--- src/sv/rcps_pkg.sv ---
// rcps_pkg: shared types, register indexes and widths for the rc pulse switch
// depends on: nothing; imported by every module of the block
package rcps_pkg;

    // pulse width counter width and its saturation value
    localparam int unsigned COUNT_BITS = 16;
    localparam logic [COUNT_BITS-1:0] COUNT_MAX = {COUNT_BITS{1'b1}};

    // field widths of the configuration registers
    localparam int unsigned THR_BITS      = 16;
    localparam int unsigned TIMEOUT_BITS  = 10;
    localparam int unsigned MODE_BITS     = 2;
    localparam int unsigned PRESCALE_BITS = 8;
    localparam int unsigned CFG_IDX_BITS  = 3;
    localparam int unsigned CFG_DATA_BITS = 16;

    // register indexes on the configuration port
    localparam logic [CFG_IDX_BITS-1:0] REG_ON_THRESHOLD  = 3'd0;
    localparam logic [CFG_IDX_BITS-1:0] REG_OFF_THRESHOLD = 3'd1;
    localparam logic [CFG_IDX_BITS-1:0] REG_FS_TIMEOUT    = 3'd2;
    localparam logic [CFG_IDX_BITS-1:0] REG_FS_MODE       = 3'd3;
    localparam logic [CFG_IDX_BITS-1:0] REG_TICK_PERIOD   = 3'd4;

    // failsafe output modes
    localparam logic [MODE_BITS-1:0] FS_FORCE_OFF = 2'd0;
    localparam logic [MODE_BITS-1:0] FS_FORCE_ON  = 2'd1;
    localparam logic [MODE_BITS-1:0] FS_HOLD      = 2'd2;

    // register reset values
    localparam logic [THR_BITS-1:0]      ON_THRESHOLD_RST  = 16'd400;
    localparam logic [THR_BITS-1:0]      OFF_THRESHOLD_RST = 16'd350;
    localparam logic [TIMEOUT_BITS-1:0]  FS_TIMEOUT_RST    = 10'd250;
    localparam logic [PRESCALE_BITS-1:0] TICK_PERIOD_RST   = 8'd250;

    // configuration register bank
    typedef struct packed {
        logic [THR_BITS-1:0]      on_threshold;
        logic [THR_BITS-1:0]      off_threshold;
        logic [TIMEOUT_BITS-1:0]  fs_timeout;
        logic [MODE_BITS-1:0]     failsafe_mode;
        logic [PRESCALE_BITS-1:0] tick_period;
    } rcps_cfg_t;

    // one result transfer
    typedef struct packed {
        logic switch_out;
        logic failsafe_active;
        logic pulse_done;
    } rcps_result_t;

endpackage

--- src/sv/rc_pulse_switch_failsafe.sv ---
// rc_pulse_switch_failsafe: top level with input register, core and result register
// depends on: rcps_pkg, rcps_cfg, rcps_core
//
//  channel   signals                                   width  direction
//  in        in_valid, in_stall, rx_level              1      sample in
//  out       out_valid, out_stall, switch_out,
//            failsafe_active, pulse_done               1 each result out
//  cfg       cfg_we, cfg_index, cfg_data               3/16   register write
//
// one sample per cycle sustained while out_stall is low; a sample passes through the input
// register and then the result register before its result is offered on the output
// valid flags and core state clear on rst_n low, sample and result data are not reset;
// the register bank returns to defaults; a stalled output holds its result; one more
// sample is taken into the input register while the result waits, after which in_stall rises
module rc_pulse_switch_failsafe (
    input  logic                                clk,
    input  logic                                rst_n,
    input  logic                                in_valid,
    output logic                                in_stall,
    input  logic                                rx_level,
    output logic                                out_valid,
    input  logic                                out_stall,
    output logic                                switch_out,
    output logic                                failsafe_active,
    output logic                                pulse_done,
    input  logic                                cfg_we,
    input  logic [rcps_pkg::CFG_IDX_BITS-1:0]   cfg_index,
    input  logic [rcps_pkg::CFG_DATA_BITS-1:0]  cfg_data
);
    import rcps_pkg::*;

    rcps_cfg_t    cfg;
    rcps_result_t core_result;
    rcps_result_t result_reg;

    logic in_valid_reg;
    logic level_reg;
    logic out_valid_reg;
    logic advance;
    logic in_xfer;

    rcps_cfg u_cfg (
        .clk       (clk),
        .rst_n     (rst_n),
        .cfg_we    (cfg_we),
        .cfg_index (cfg_index),
        .cfg_data  (cfg_data),
        .cfg       (cfg)
    );

    // pipeline control: the input register moves when the result slot frees
    assign advance  = !out_valid_reg || !out_stall;
    assign in_stall = in_valid_reg && !advance;
    assign in_xfer  = in_valid && !in_stall;

    rcps_core u_core (
        .clk    (clk),
        .rst_n  (rst_n),
        .fire   (in_valid_reg && advance),
        .level  (level_reg),
        .cfg    (cfg),
        .result (core_result)
    );

    // input register
    always_ff @(posedge clk or negedge rst_n)
    begin
        if (!rst_n)
            in_valid_reg <= 1'b0;
        else if (advance || !in_valid_reg)
            in_valid_reg <= in_valid;
    end

    always_ff @(posedge clk)
    begin
        if (in_xfer)
            level_reg <= rx_level;
    end

    // result register
    always_ff @(posedge clk or negedge rst_n)
    begin
        if (!rst_n)
            out_valid_reg <= 1'b0;
        else if (advance)
            out_valid_reg <= in_valid_reg;
    end

    always_ff @(posedge clk)
    begin
        if (advance && in_valid_reg)
            result_reg <= core_result;
    end

    assign out_valid       = out_valid_reg;
    assign switch_out      = result_reg.switch_out;
    assign failsafe_active = result_reg.failsafe_active;
    assign pulse_done      = result_reg.pulse_done;

    // a pulse end always clears failsafe in the same result
    a_done_clears_fs: assert property (@(posedge clk) disable iff (!rst_n)
        out_valid_reg && result_reg.pulse_done |-> !result_reg.failsafe_active)
        else $error("pulse end with failsafe still set");

    // forced-off failsafe never drives the switch on
    a_fs_forced_off: assert property (@(posedge clk) disable iff (!rst_n)
        out_valid_reg && result_reg.failsafe_active && cfg.failsafe_mode == FS_FORCE_OFF
        |-> !result_reg.switch_out)
        else $error("switch on during forced-off failsafe");

    // a new result only appears after the input register held a sample
    a_result_source: assert property (@(posedge clk) disable iff (!rst_n)
        $rose(out_valid_reg) |-> $past(in_valid_reg))
        else $error("result without a registered sample");

    // the input register stays loaded while the result side is blocked
    a_input_held: assert property (@(posedge clk) disable iff (!rst_n)
        in_valid_reg && out_valid_reg && out_stall |=> in_valid_reg)
        else $error("registered sample lost under stall");

endmodule

--- src/sv/rcps_cfg.sv ---
// rcps_cfg: configuration register bank written through a plain write port
// depends on: rcps_pkg
module rcps_cfg (
    input  logic                                 clk,
    input  logic                                 rst_n,
    input  logic                                 cfg_we,
    input  logic [rcps_pkg::CFG_IDX_BITS-1:0]    cfg_index,
    input  logic [rcps_pkg::CFG_DATA_BITS-1:0]   cfg_data,
    output rcps_pkg::rcps_cfg_t                  cfg
);
    import rcps_pkg::*;

    rcps_cfg_t cfg_reg;
    rcps_cfg_t cfg_next;

    // register write decode, indexes past the bank are dropped
    always_comb
    begin
        cfg_next = cfg_reg;
        if (cfg_we)
        begin
            unique case (cfg_index)
                REG_ON_THRESHOLD:  cfg_next.on_threshold     = cfg_data[THR_BITS-1:0];
                REG_OFF_THRESHOLD: cfg_next.off_threshold    = cfg_data[THR_BITS-1:0];
                REG_FS_TIMEOUT:    cfg_next.fs_timeout       = cfg_data[TIMEOUT_BITS-1:0];
                REG_FS_MODE:       cfg_next.failsafe_mode    = cfg_data[MODE_BITS-1:0];
                REG_TICK_PERIOD:   cfg_next.tick_period      = cfg_data[PRESCALE_BITS-1:0];
                default:           cfg_next = cfg_reg;
            endcase
        end
    end

    always_ff @(posedge clk or negedge rst_n)
    begin
        if (!rst_n)
        begin
            cfg_reg.on_threshold     <= ON_THRESHOLD_RST;
            cfg_reg.off_threshold    <= OFF_THRESHOLD_RST;
            cfg_reg.fs_timeout       <= FS_TIMEOUT_RST;
            cfg_reg.failsafe_mode    <= FS_FORCE_OFF;
            cfg_reg.tick_period      <= TICK_PERIOD_RST;
        end
        else
        begin
            cfg_reg <= cfg_next;
        end
    end

    assign cfg = cfg_reg;

endmodule

--- src/sv/rcps_core.sv ---
// rcps_core: pulse measurement, millisecond prescaler, silence timeout and
// switch decision; state advances on each fire and the result is combinational
// depends on: rcps_pkg
module rcps_core (
    input  logic                   clk,
    input  logic                   rst_n,
    input  logic                   fire,
    input  logic                   level,
    input  rcps_pkg::rcps_cfg_t    cfg,
    output rcps_pkg::rcps_result_t result
);
    import rcps_pkg::*;

    logic                     prev_level_reg, prev_level_next;
    logic                     measuring_reg, measuring_next;
    logic [COUNT_BITS-1:0]    pulse_count_reg, pulse_count_next;
    logic [PRESCALE_BITS-1:0] prescale_reg, prescale_next;
    logic [TIMEOUT_BITS-1:0]  silence_reg, silence_next;
    logic                     failsafe_reg, failsafe_next;
    logic                     switch_reg, switch_next;
    logic                     primed_reg;

    logic tick;
    logic rise;
    logic hold_high;
    logic fall;
    logic drive;

    // millisecond tick, then edge detection on the pin sample
    always_comb
    begin
        tick      = (prescale_reg >= cfg.tick_period);
        rise      = primed_reg && level && !prev_level_reg;
        hold_high = primed_reg && level && prev_level_reg && measuring_reg;
        fall      = primed_reg && !level && prev_level_reg && measuring_reg;
    end

    // next state; tick is applied before the pulse end
    always_comb
    begin
        prescale_next    = tick ? '0 : prescale_reg + 1'b1;
        silence_next     = silence_reg;
        failsafe_next    = failsafe_reg;
        measuring_next   = measuring_reg;
        pulse_count_next = pulse_count_reg;
        switch_next      = switch_reg;
        prev_level_next  = level;

        if (tick)
        begin
            if (silence_reg < cfg.fs_timeout)
                silence_next = silence_reg + 1'b1;
            else
                failsafe_next = 1'b1;
        end

        if (rise)
        begin
            measuring_next   = 1'b1;
            pulse_count_next = {{(COUNT_BITS-1){1'b0}}, 1'b1};
        end
        else if (hold_high)
        begin
            if (pulse_count_reg != COUNT_MAX)
                pulse_count_next = pulse_count_reg + 1'b1;
        end
        else if (fall)
        begin
            // on wins over off when both thresholds match
            if (pulse_count_reg >= cfg.on_threshold)
                switch_next = 1'b1;
            else if (pulse_count_reg <= cfg.off_threshold)
                switch_next = 1'b0;
            measuring_next   = 1'b0;
            pulse_count_next = '0;
            silence_next     = '0;
            failsafe_next    = 1'b0;
        end
    end

    // output drive under failsafe; the unused mode code holds like FS_HOLD
    always_comb
    begin
        if (!failsafe_next)
            drive = switch_next;
        else
        begin
            case (cfg.failsafe_mode)
                FS_FORCE_OFF: drive = 1'b0;
                FS_FORCE_ON:  drive = 1'b1;
                default:      drive = switch_next;
            endcase
        end
        result.switch_out      = drive;
        result.failsafe_active = failsafe_next;
        result.pulse_done      = fall;
    end

    // state registers, advance once per transfer
    always_ff @(posedge clk or negedge rst_n)
    begin
        if (!rst_n)
        begin
            prev_level_reg  <= 1'b0;
            measuring_reg   <= 1'b0;
            pulse_count_reg <= '0;
            prescale_reg    <= '0;
            silence_reg     <= '0;
            failsafe_reg    <= 1'b0;
            switch_reg      <= 1'b0;
            primed_reg      <= 1'b0;
        end
        else if (fire)
        begin
            prev_level_reg  <= prev_level_next;
            measuring_reg   <= measuring_next;
            pulse_count_reg <= pulse_count_next;
            prescale_reg    <= prescale_next;
            silence_reg     <= silence_next;
            failsafe_reg    <= failsafe_next;
            switch_reg      <= switch_next;
            primed_reg      <= 1'b1;
        end
    end

endmodule
--- config.mk ---
export PLATFORM = sky130hd
export DESIGN_NAME = rc_pulse_switch_failsafe
export DESIGN_NICKNAME = d
export VERILOG_FILES = /design/src/sv/rcps_pkg.sv /design/src/sv/rc_pulse_switch_failsafe.sv /design/src/sv/rcps_cfg.sv /design/src/sv/rcps_core.sv
export SDC_FILE = /design/constraint.sdc
export NUM_CORES = 1
export LEC_CHECK = 0
export BUFFER_PORTS_ARGS = -buffer_cell sky130_fd_sc_hd__buf_2
export CAP_MARGIN = 30
export CORE_MARGIN = 5
export CORE_UTILIZATION = 50
export DETAILED_ROUTE_END_ITERATION = 12
export PLACE_DENSITY = 0.67
export SLEW_MARGIN = 40
export SYNTH_ARGS = -nofsm -noshare
export SYNTH_HDL_FRONTEND = slang
export SYNTH_SLANG_ARGS = --single-unit
export TNS_END_PERCENT = 10
--- constraint.sdc ---
create_clock -name clk -period 2.4 [get_ports clk]
set_input_delay 0.12 -clock clk [delete_from_list [all_inputs] [get_ports clk]]
set_output_delay 0.12 -clock clk [all_outputs]
set_load 0.02 [all_outputs]
[Yosys cells after proc, flatten, opt, wreduce, memory -nomap -nowiden]
Cells that the tools add are included.
Operators by class
  reduce and logical (&&, ||, !) cells: 30
  muxes and demuxes: 25
  add/subtract/negate cells: 3
  $lt $le $gt $ge: 4
  equality and inequality tests: 8
Operator list (number)
  16-bit 2-to-1 mux: 4
  10-bit 2-to-1 mux: 5
  16-bit by 1-bit adder with 16-bit output, second input constant: 1
  16-bit greater-or-equal comparator: 1
  16-bit less-or-equal comparator: 1
  16-bit inequality test, second input constant: 1
  1-bit 2-to-1 mux: 14
  10-bit by 1-bit adder with 10-bit output, second input constant: 1
  1-bit logical AND: 10
  10-bit less-than comparator: 1
  2-bit AND reduction: 5
  8-bit by 1-bit adder with 8-bit output, second input constant: 1
  8-bit greater-or-equal comparator: 1
  8-bit 2-to-1 mux: 1
  1-bit zero test: 7
  3-bit by 2-bit equality test with 1-bit output, second input constant: 2
  3-bit AND reduction: 2
  3-bit by 1-bit equality test with 1-bit output, second input constant: 1
  3-bit equality test, second input constant: 1
  3-bit zero test: 1
  3-bit by 2-bit inequality test with 1-bit output, second input constant: 1
  3-bit nonzero test: 1
  2-bit by 1-bit equality test with 1-bit output, second input constant: 1
  2-bit zero test: 1
  4 further kinds: 5
Storage, ports and cells
  input bits: 25
  output and inout port bits: 5
  bits in registers: 97
  word-level logic and storage cells: 89

[Depth between registers and ports, before layout]
Gate-level depths: netlist of run 1.
  depth after elaboration: 9
  gate-level depth with buffers: 10
  depth with buffers taken out: 9

[By module]
From an unflattened synthesis of run 1, not the netlist that was laid out.
Unflattened totals
  cell total of the unflattened synthesis: 521
  area total of the unflattened synthesis: 5592.9 um2
Modules (own cells, without submodules)
  rcps_core: cells an instance 395, times used 1, seq. area each 975.9 um2, area an instance 3362.0 um2
  rcps_cfg: cells an instance 114, times used 1, seq. area each 1327.5 um2, area an instance 2018.2 um2
  rc_pulse_switch_failsafe: cells an instance 12, times used 1, seq. area each 170.2 um2, area an instance 212.7 um2

[Worst setup path after synthesis of run 1]
Ideal clock, no wire load.
  path type: reg-to-reg
  start: register u_core.pulse_count_reg[1]
  end: register u_core.pulse_count_reg[15]
  slack: 0.237 ns
  clock period less this slack: 2.163 ns
  library setup time: 0.078 ns
  data arrival time: 2.085 ns
  buffers on the path: 0
  required time: 2.322 ns
  stages on the path, launching flop included: 9
  path through: dfrtp_1 -> ha_1 -> nand3_1 -> nor2_4 -> and4_4 -> a2111oi_4 -> nand4_2 -> or3_1 -> a21oi_1
On the way
  cells in the longest elaborated chain, start to end: 4
  elaborated cells on any way between the ends: 7
  those cells by class: add/sub: 1; eq/ne: 2; mux: 3; reduce/logical: 1
Ends and longest elaborated chain
  start: declaration: line rcps_core.sv:16  | logic [COUNT_BITS-1:0] pulse_count_reg, pulse_count_next;
  start signal: assignment: line rcps_core.sv:117  | pulse_count_reg <= pulse_count_next;
  16-bit by 1-bit adder with 16-bit output: line rcps_core.sv:65  | pulse_count_next = pulse_count_reg + 1'b1;
  16-bit 2-to-1 mux: line rcps_core.sv:64  | if (pulse_count_reg != COUNT_MAX)
  16-bit 2-to-1 mux: line rcps_core.sv:62  | else if (hold_high)
  16-bit 2-to-1 mux: line rcps_core.sv:57  | if (rise)
Several ways; a longest one is shown, not always the timed one. The select of a mux whose other input is x is not followed.
A chain may end at the register's enable or synchronous reset.

[Worst setup path after layout of run 1]
  start: register u_cfg.cfg_reg, in the netlist u_cfg.cfg[15]
  end: register u_core.silence_reg[3]
On the way
  cells in the longest elaborated chain, start to end: 6
Ends and longest elaborated chain
  start: declaration: line rcps_cfg.sv:13  | rcps_cfg_t cfg_reg;
  start signal: assignment: line rcps_cfg.sv:45  | cfg_reg <= cfg_next;
  10-bit less-than comparator *: line rcps_core.sv:51  | if (silence_reg < cfg.fs_timeout)
  10-bit 2-to-1 mux *: line rcps_core.sv:51
  10-bit 2-to-1 mux *: line rcps_core.sv:49  | if (tick)
  10-bit 2-to-1 mux: line rcps_core.sv:67  | else if (fall)
  10-bit 2-to-1 mux: line rcps_core.sv:62
  10-bit 2-to-1 mux *: line rcps_core.sv:57
  end signal: assignment: line rcps_core.sv:119  | silence_reg <= silence_next;
  end: declaration: line rcps_core.sv:18  | logic [TIMEOUT_BITS-1:0] silence_reg, silence_next;
Every way passes the cells marked *; elsewhere a longest branch is shown, timed or not.

==> metrics.csv, run 1 <==
stage,metric,value,unit
run_status,status,completed,
clocking,clockBufferDepth,2,
logic_synthesis,async_flop_share,95.9,%
finish,drive_gt1_share,21.9,%
floorplan,initial_core_util,51.5,%
global_routing,track_usage,20.1,%
timing,rsz0062_at_grt,true,
worst_setup_path,worstSetupPathType,reg -> reg,
route,antenna_left,0,
clocking,cts_tree,done,
logic_synthesis,yosysSeqAreaShare,46.3,%
timing,skew,0.00775,ns
worst_setup_path,crit_start,u_cfg.cfg[15],
floorplan,fp.dieW,113,um
finish,largest_reg_flops,52,
logic_synthesis,ys.warnings.count,0,
worst_setup_path,r2r.worst_path.cells,10,
route,num_vias,4299,
logic_synthesis,synth.distinct_cells,50,
global_routing,grt-ovfl-total,0,
floorplan,core_area,10400,sq um
clocking,cts_root_buf,clkbuf_8,
global_routing,grt_pass1_wl,21.0,mm
pwr,p_per_area,681,nW/um^2
route,drc,0,
timing,hold_viol,0,
timing,worst_slew_pin_slew,0.507,ns
floorplan,dieArea,12800,sq um
pwr,leakagePower,2.93,nW
finish,syn2layout_area_growth,18.6,%
global_routing,antenna_found_initial,0,
clocking,cts.htree.levels,3,
worst_setup_path,reg2reg_slack,0.06,ns
pwr,irDropWorstVdd,0.384,mV
clocking,clk_pin_slew,0.09,ns
route,top_layer,met4,
global_routing,grt_max_degree,42,
route,drt-met1-wl,6.06,mm
worst_setup_path,arrival,2.65,ns
worst_setup_path,timing.critical_path.buf_inv,2,
route,routed_via_density,5.50,
worst_setup_path,worstSetupPathDepth,10,
timing,finalSetupViolations,0,
logic_synthesis,synth_ff_type,dfrtp_1,
floorplan,placementRows,37,
logic_synthesis,syn_area,5340,sq um
timing,clock.fmax,0.427,GHz
worst_setup_path,crit_path_top_delay_cell,dfstp_2,
timing,period_share,97.7,%
finish,final_util,61.1,%
worst_hold_path,worstHoldPathType,in -> reg,
route,wl_per_cell,15.9,um
route,wl,12.4,mm
worst_setup_path,crit_family,simple AND/OR/NAND/NOR gates,
placement,hpwl,8.95,mm
worst_setup_path,crit_chain,"inv_1, ha_4, a21oi_1, o21a_1, o21ai_1, nor2_2, nand3_4, buf_6, or3_1, a21oi_2",
timing,tns,0,ns
floorplan,die_height,113,um
route,firstDrtPassIters,4,
worst_setup_path,start_kind,flip-flop,
timing,slew_headroom,66.1,%
route,wl_met2,5.70,mm
worst_setup_path,reg2reg_from,u_cfg.cfg[15],
worst_setup_path,cp_data_required_time,2.71,ns
finish,final_area,6330,sq um
logic_synthesis,synth_nets,649,
worst_hold_path,min_from,cfg_data[2],
logic_synthesis,syn_inst,572,
timing,final-max-slew-violation-count,0,
worst_setup_path,crit_fanout,8,
worst_setup_path,critPathMaxStageDelay,0.52,ns
placement,placed_cell_area,5820,sq um
clocking,cts_sinks,97,
clocking,clk_latency,0.38,ns
job,maxCapViolations,0,
route,dr_wl_met3,406,um
finish,num-fill-cells,908,
worst_setup_path,crit_path_end,u_core.silence_reg[3],
logic_synthesis,ys_ff_latch,97,
logic_synthesis,avgSynthCellArea,9.34,sq um
clocking,numCtsBuffers,9,
worst_setup_path,reg2reg_to,u_core.silence_reg[3],
worst_setup_path,end_kind,flip-flop,
logic_synthesis,synth-edff-count,4,
finish,nets,717,
placement,place_congestion,0.858,
finish,antennaDiodeCount,0,
route,drt_iter0_markers,241,
timing,fin_crit,2.34,ns
placement,portBuffers,29,
floorplan,io_pins,30,
global_routing,grt_pass1_vias,4314,
[kinds of logic (layout without fill, tap and decap cells)]
logic type	after synthesis	count (layout)	synth area share [%]
flip-flops	97	97	46.3
XOR/XNOR	11	11	1.80
AND/OR/NAND/NOR	194	194	18.0
adder cells (fa/ha/maj)	52	52	12.2
buffers and inverters	71	144	4.99
multiplexers	7	7	1.48
AO/OA/AOI/OAI	140	140	15.2
[metal layers]
layer  global-route usage [%]  vias to the layer above
li1                         -                     2137
met1                     29.2                     2062
met2                     31.0                       79
met3                     2.67                       21
met4                     7.21                        0
met5                        0                        -
[worst min path at each step]
stage | to | cells past startpoint
floorplan | in_valid_reg | 0
global placement | u_core.silence_reg[5] | 1
detailed placement | u_core.silence_reg[5] | 1
CTS | u_cfg.cfg[15] | 3
global route | u_cfg.cfg[11] | 3
finish | u_cfg.cfg[22] | 3
[metrics by stage]
| stage | hold WS, ns | power, mW | instances | setup slack (ns) |
|---|---|---|---|---|
| final | 0.00671 | 4.31 | 781 | 0.0561 |
| after global placement | 0.0538 | 3.04 | 748 | -0.125 |
| after CTS | 0.00228 | 4.24 | 778 | 0.0102 |
| after global routing | 0.0192 | 4.60 | 781 | -0.0960 |
| after detailed placement | 0.0581 | 3.10 | 748 | -0.0657 |
| after floorplan | -0.176 | 2.75 | 572 | 0.237 |
[report_power, final]
| part | leakage, nW | switching (mW) | internal, mW |
|---|---|---|---|
| combinational | 1.65 | 0.640 | 0.467 |
| clock | 0.0949 | 0.603 | 0.512 |
| sequential | 1.18 | 0.142 | 1.95 |
| total | 2.93 | 1.39 | 2.93 |
[cells in the final DEF (no fill, tap or decap), drive strengths merged, types with 2 or more instances in the layout]
cell         Yosys  final
mux2             7      7
a31oi            4      4
a21oi           28     28
buf              0     58
or2              3      3
or3              6      6
o21a             3      3
a21o             4      4
o211ai           6      6
o21ai           77     77
nand2           84     84
clkbuf          15     10
nor4             2      2
nand2b          10     10
ha              52     52
a211oi           5      5
edfxtp           4      4
nor3             4      4
dfrtp           72     72
or4              5      5
and3            11     11
and4             3      3
inv             56     57
a2111oi          3      3
a211o            2      2
clkinvlp         0      3
dfstp           21     21
nor2            26     26
xor2            10     10
nand3           18     18
nor2b            3      3
nand4           14     14
o31ai            4      4
dlygate4sd3      0     14
[area by class of cell]
cell class | instances | area [sq um] | area share (%)
Sequential cell | 97 | 2470 | 39.1
Clock inverter | 6 | 66.3 | 1.05
Multi-Input combinational cell | 404 | 2750 | 43.4
Inverter | 56 | 210 | 3.32
Clock buffer | 10 | 138 | 2.17
Tap cell | 136 | 170 | 2.69
Timing Repair Buffer | 72 | 526 | 8.30
[synth_stat cells, drive strengths merged, types with 2 or more instances]
cell	n	area share (%)
a2111oi	3	0.84
a211o	2	0.33
a211oi	5	0.70
a21o	4	0.56
a21oi	28	2.6
a31oi	4	0.47
and3	11	1.3
and4	3	0.56
clkbuf	15	1.1
dfrtp	72	34
dfstp	21	10
edfxtp	4	2.2
ha	52	12
inv	56	3.9
mux2	7	1.5
nand2	84	6.0
nand2b	10	1.2
nand3	18	1.7
nand4	14	1.9
nor2	26	2.0
nor2b	3	0.35
nor3	4	0.37
nor4	2	0.23
o211ai	6	0.84
o21a	3	0.42
o21ai	77	7.2
o31ai	4	0.56
or2	3	0.35
or3	6	0.70
or4	5	0.70
xor2	10	1.6
[worst register-to-register path, cell delays in order (launching register included)]
cell and delay (ns):
dfstp_2 0.52, inv_1 0.08, ha_4 0.26, a21oi_1 0.16
o21a_1 0.16, o21ai_1 0.10, nor2_2 0.19, nand3_4 0.15
buf_6 0.15, or3_1 0.36, a21oi_2 0.16
[timing repair]
item,CTS,global route
hold endpoints to repair,49,0
resized for setup,4,28
setup buffers,0,3
setup endpoints to repair,4,16
pin swaps,1,8
hold buffers,14,0
Power figures use the tool's default switching activity.
==> inputs of run 2 (changes only) <==
Clock period 2.4 ns to 2.77 ns, I/O delays scaled along.
==> run 2 against run 1 <==
Net effect: routed wire length fell by 6.4%; register-to-register slack improved by 0.16 ns; sequential cell count did not move; worst hold slack improved by 0.0078 ns; clock power fell by 6%; critical endpoint is now switch_out; first-iteration DRC count rose by 32%; maximum frequency fell by 8.2%; design area fell by 4.5%; clock skew fell by 0.0025 ns; power fell by 14%; setup slack improved by 0.16 ns; critical path depth fell by 3.
==> metrics.csv, run 2 (synthesis gave the netlist of run 1 again) <==
stage,metric,value,unit
timing,finalSetupViolations,0,
route,wl_met2,5.18,mm
floorplan,io_pins,30,
floorplan,initial_core_util,51.5,%
timing,rsz0062_at_grt,false,
placement,place_congestion,0.849,
pwr,p_total,3.70,mW
global_routing,track_usage,19.4,%
route,wl_per_cell,15.2,um
worst_setup_path,end_kind,flip-flop,
timing,fin_crit,2.55,ns
global_routing,grt_max_degree,53,
timing,clock.fmax,0.392,GHz
worst_setup_path,crit_fanout,9,
timing,final-max-slew-violation-count,0,
timing,period_share,92.2,%
route,top_layer,met4,
pwr,irDropWorstVdd,0.349,mV
route,drt-met1-wl,5.77,mm
global_routing,antenna_found_initial,0,
route,wl,11.6,mm
timing,skew,0.00523,ns
floorplan,die_height,113,um
route,num_vias,4181,
worst_setup_path,worstSetupPathType,reg -> reg,
finish,syn2layout_area_growth,13.2,%
clocking,cts_root_buf,clkbuf_8,
finish,antennaDiodeCount,0,
clocking,cts_setup_buffers,0,
run_status,status,completed,
global_routing,grt_pass1_wl,20.1,mm
clocking,cts_sinks,97,
finish,largest_reg_flops,52,
clocking,clk_pin_slew,0.09,ns
route,drc,0,
timing,worst_slew_pin_slew,0.687,ns
finish,mostFrequentLayoutCells,"nand2_1, o21ai_0, dfrtp_1, inv_1, ha_1",
floorplan,dieArea,12800,sq um
worst_setup_path,critPathMostFrequentCell,a2111oi_0,
floorplan,core_area,10400,sq um
clocking,cts_tree,done,
worst_hold_path,worstHoldPathType,in -> reg,
worst_setup_path,timing.critical_path.buf_inv,0,
worst_setup_path,critPathMaxStageDelay,0.49,ns
timing,tns,0,ns
pwr,leakagePower,2.83,nW
placement,portBuffers,29,
timing,slew_headroom,54.2,%
worst_setup_path,arrival,2.67,ns
job,maxCapViolations,0,
clocking,clk_latency,0.37,ns
worst_setup_path,cp_data_required_time,2.88,ns
worst_setup_path,crit_path_top_delay_cell,dfrtp_1,
worst_setup_path,crit_chain,"ha_1, a211oi_1, a2111oi_0, a2111oi_0, o21ai_0, a32oi_1, a21oi_1",
pwr,p_per_area,612,nW/um^2
route,drt_iter0_markers,319,
clocking,cts.htree.levels,3,
finish,nets,698,
route,antenna_left,0,
global_routing,grt_pass1_vias,4082,
worst_setup_path,crit_family,compound AO/OA/AOI/OAI gates,
route,routed_via_density,5.49,
floorplan,fp.dieW,113,um
route,dr_wl_met3,478,um
finish,num-fill-cells,949,
timing,hold_viol,0,
clocking,clockBufferDepth,2,
global_routing,grt-ovfl-total,0,
placement,hpwl,8.60,mm
clocking,numCtsBuffers,9,
worst_setup_path,start_kind,flip-flop,
finish,drive_gt1_share,16.6,%
floorplan,placementRows,37,
finish,final_common_cell,nand2_1,
route,firstDrtPassIters,5,
==> run 2: cell types whose count changed in the layout (fill, tap and decap cells not counted), sizes merged <==
cell / delta
bufinv: +1
clkinvlp: -2
clkinv: +1
buf: -15
dlygate4sd3: -4
==> run 2: timing repair <==
action / CTS / global route
resized for setup: 0 / 1
hold buffers: 10 / 0
endpoints found under the setup margin: 0 / 4
hold endpoints to repair: 56 / 0
==> run 2: power breakdown <==
part           switching, mW  internal [mW]  total (mW)
clock                  0.513          0.536        1.05
sequential             0.130           1.69        1.82
combinational          0.488          0.345       0.833
total                   1.13           2.57        3.70
==> run 2: worst paths after layout <==
check                                     startpoint                    end  slack (ns)  cells after the start
setup / recovery           u_core.pulse_count_reg[2]             switch_out        0.22                      7
min in group asynchronous                      rst_n  u_core.silence_reg[7]        0.35                      2
hold reg to reg                    u_core.switch_reg      u_core.switch_reg        0.50                      2
setup reg to reg           u_core.pulse_count_reg[2]             switch_out        0.22                      7
max in group asynchronous                      rst_n          u_cfg.cfg[40]        1.62                      3
hold / removal                           cfg_data[5]           u_cfg.cfg[5]        0.01                      3
==> run 2: worst min-delay path, delay by kind of cell <==
kind / cells / cell delay, ns
AO/OA/AOI/OAI: 1 / 0.07
buffers and inverters: 1 / 0.13
AND/OR/NAND/NOR: 1 / 0.05
==> run 2: per-layer routing <==
| layer | vias up | track usage, % |
|---|---|---|
| met5 | - | 0 |
| met4 | 0 | 6.33 |
| met3 | 13 | 2.78 |
| met2 | 91 | 30.1 |
| met1 | 1979 | 28.0 |
| li1 | 2098 | - |
==> run 2: per-stage QoR <==
step / setup slack, ns / hold WS (ns) / instance area (sq um) / util, % / cells
5_1_grt: 0.0685 / 0.00946 / 6050 / 58.3 / 762
3_5_place_dp: 0.150 / 0.229 / 5710 / 55.1 / 736
6_report: 0.217 / 0.0145 / 6050 / 58.3 / 762
3_3_place_gp: 0.186 / 0.228 / 5710 / 55.1 / 736
4_1_cts: 0.127 / 0.00290 / 6040 / 58.3 / 762
2_1_floorplan: 0.607 / -0.157 / 5340 / - / 572
==> run 2: layout make-up <==
type / count / area (sq um) / area share (%)
multi-input combinational: 404 / 2610 / 43.2
sequential: 97 / 2470 / 40.9
timing repair buffer: 53 / 353 / 5.83
inverter: 56 / 210 / 3.48
tap: 136 / 170 / 2.81
clock buffer: 10 / 138 / 2.28
clock inverter: 6 / 90.1 / 1.49
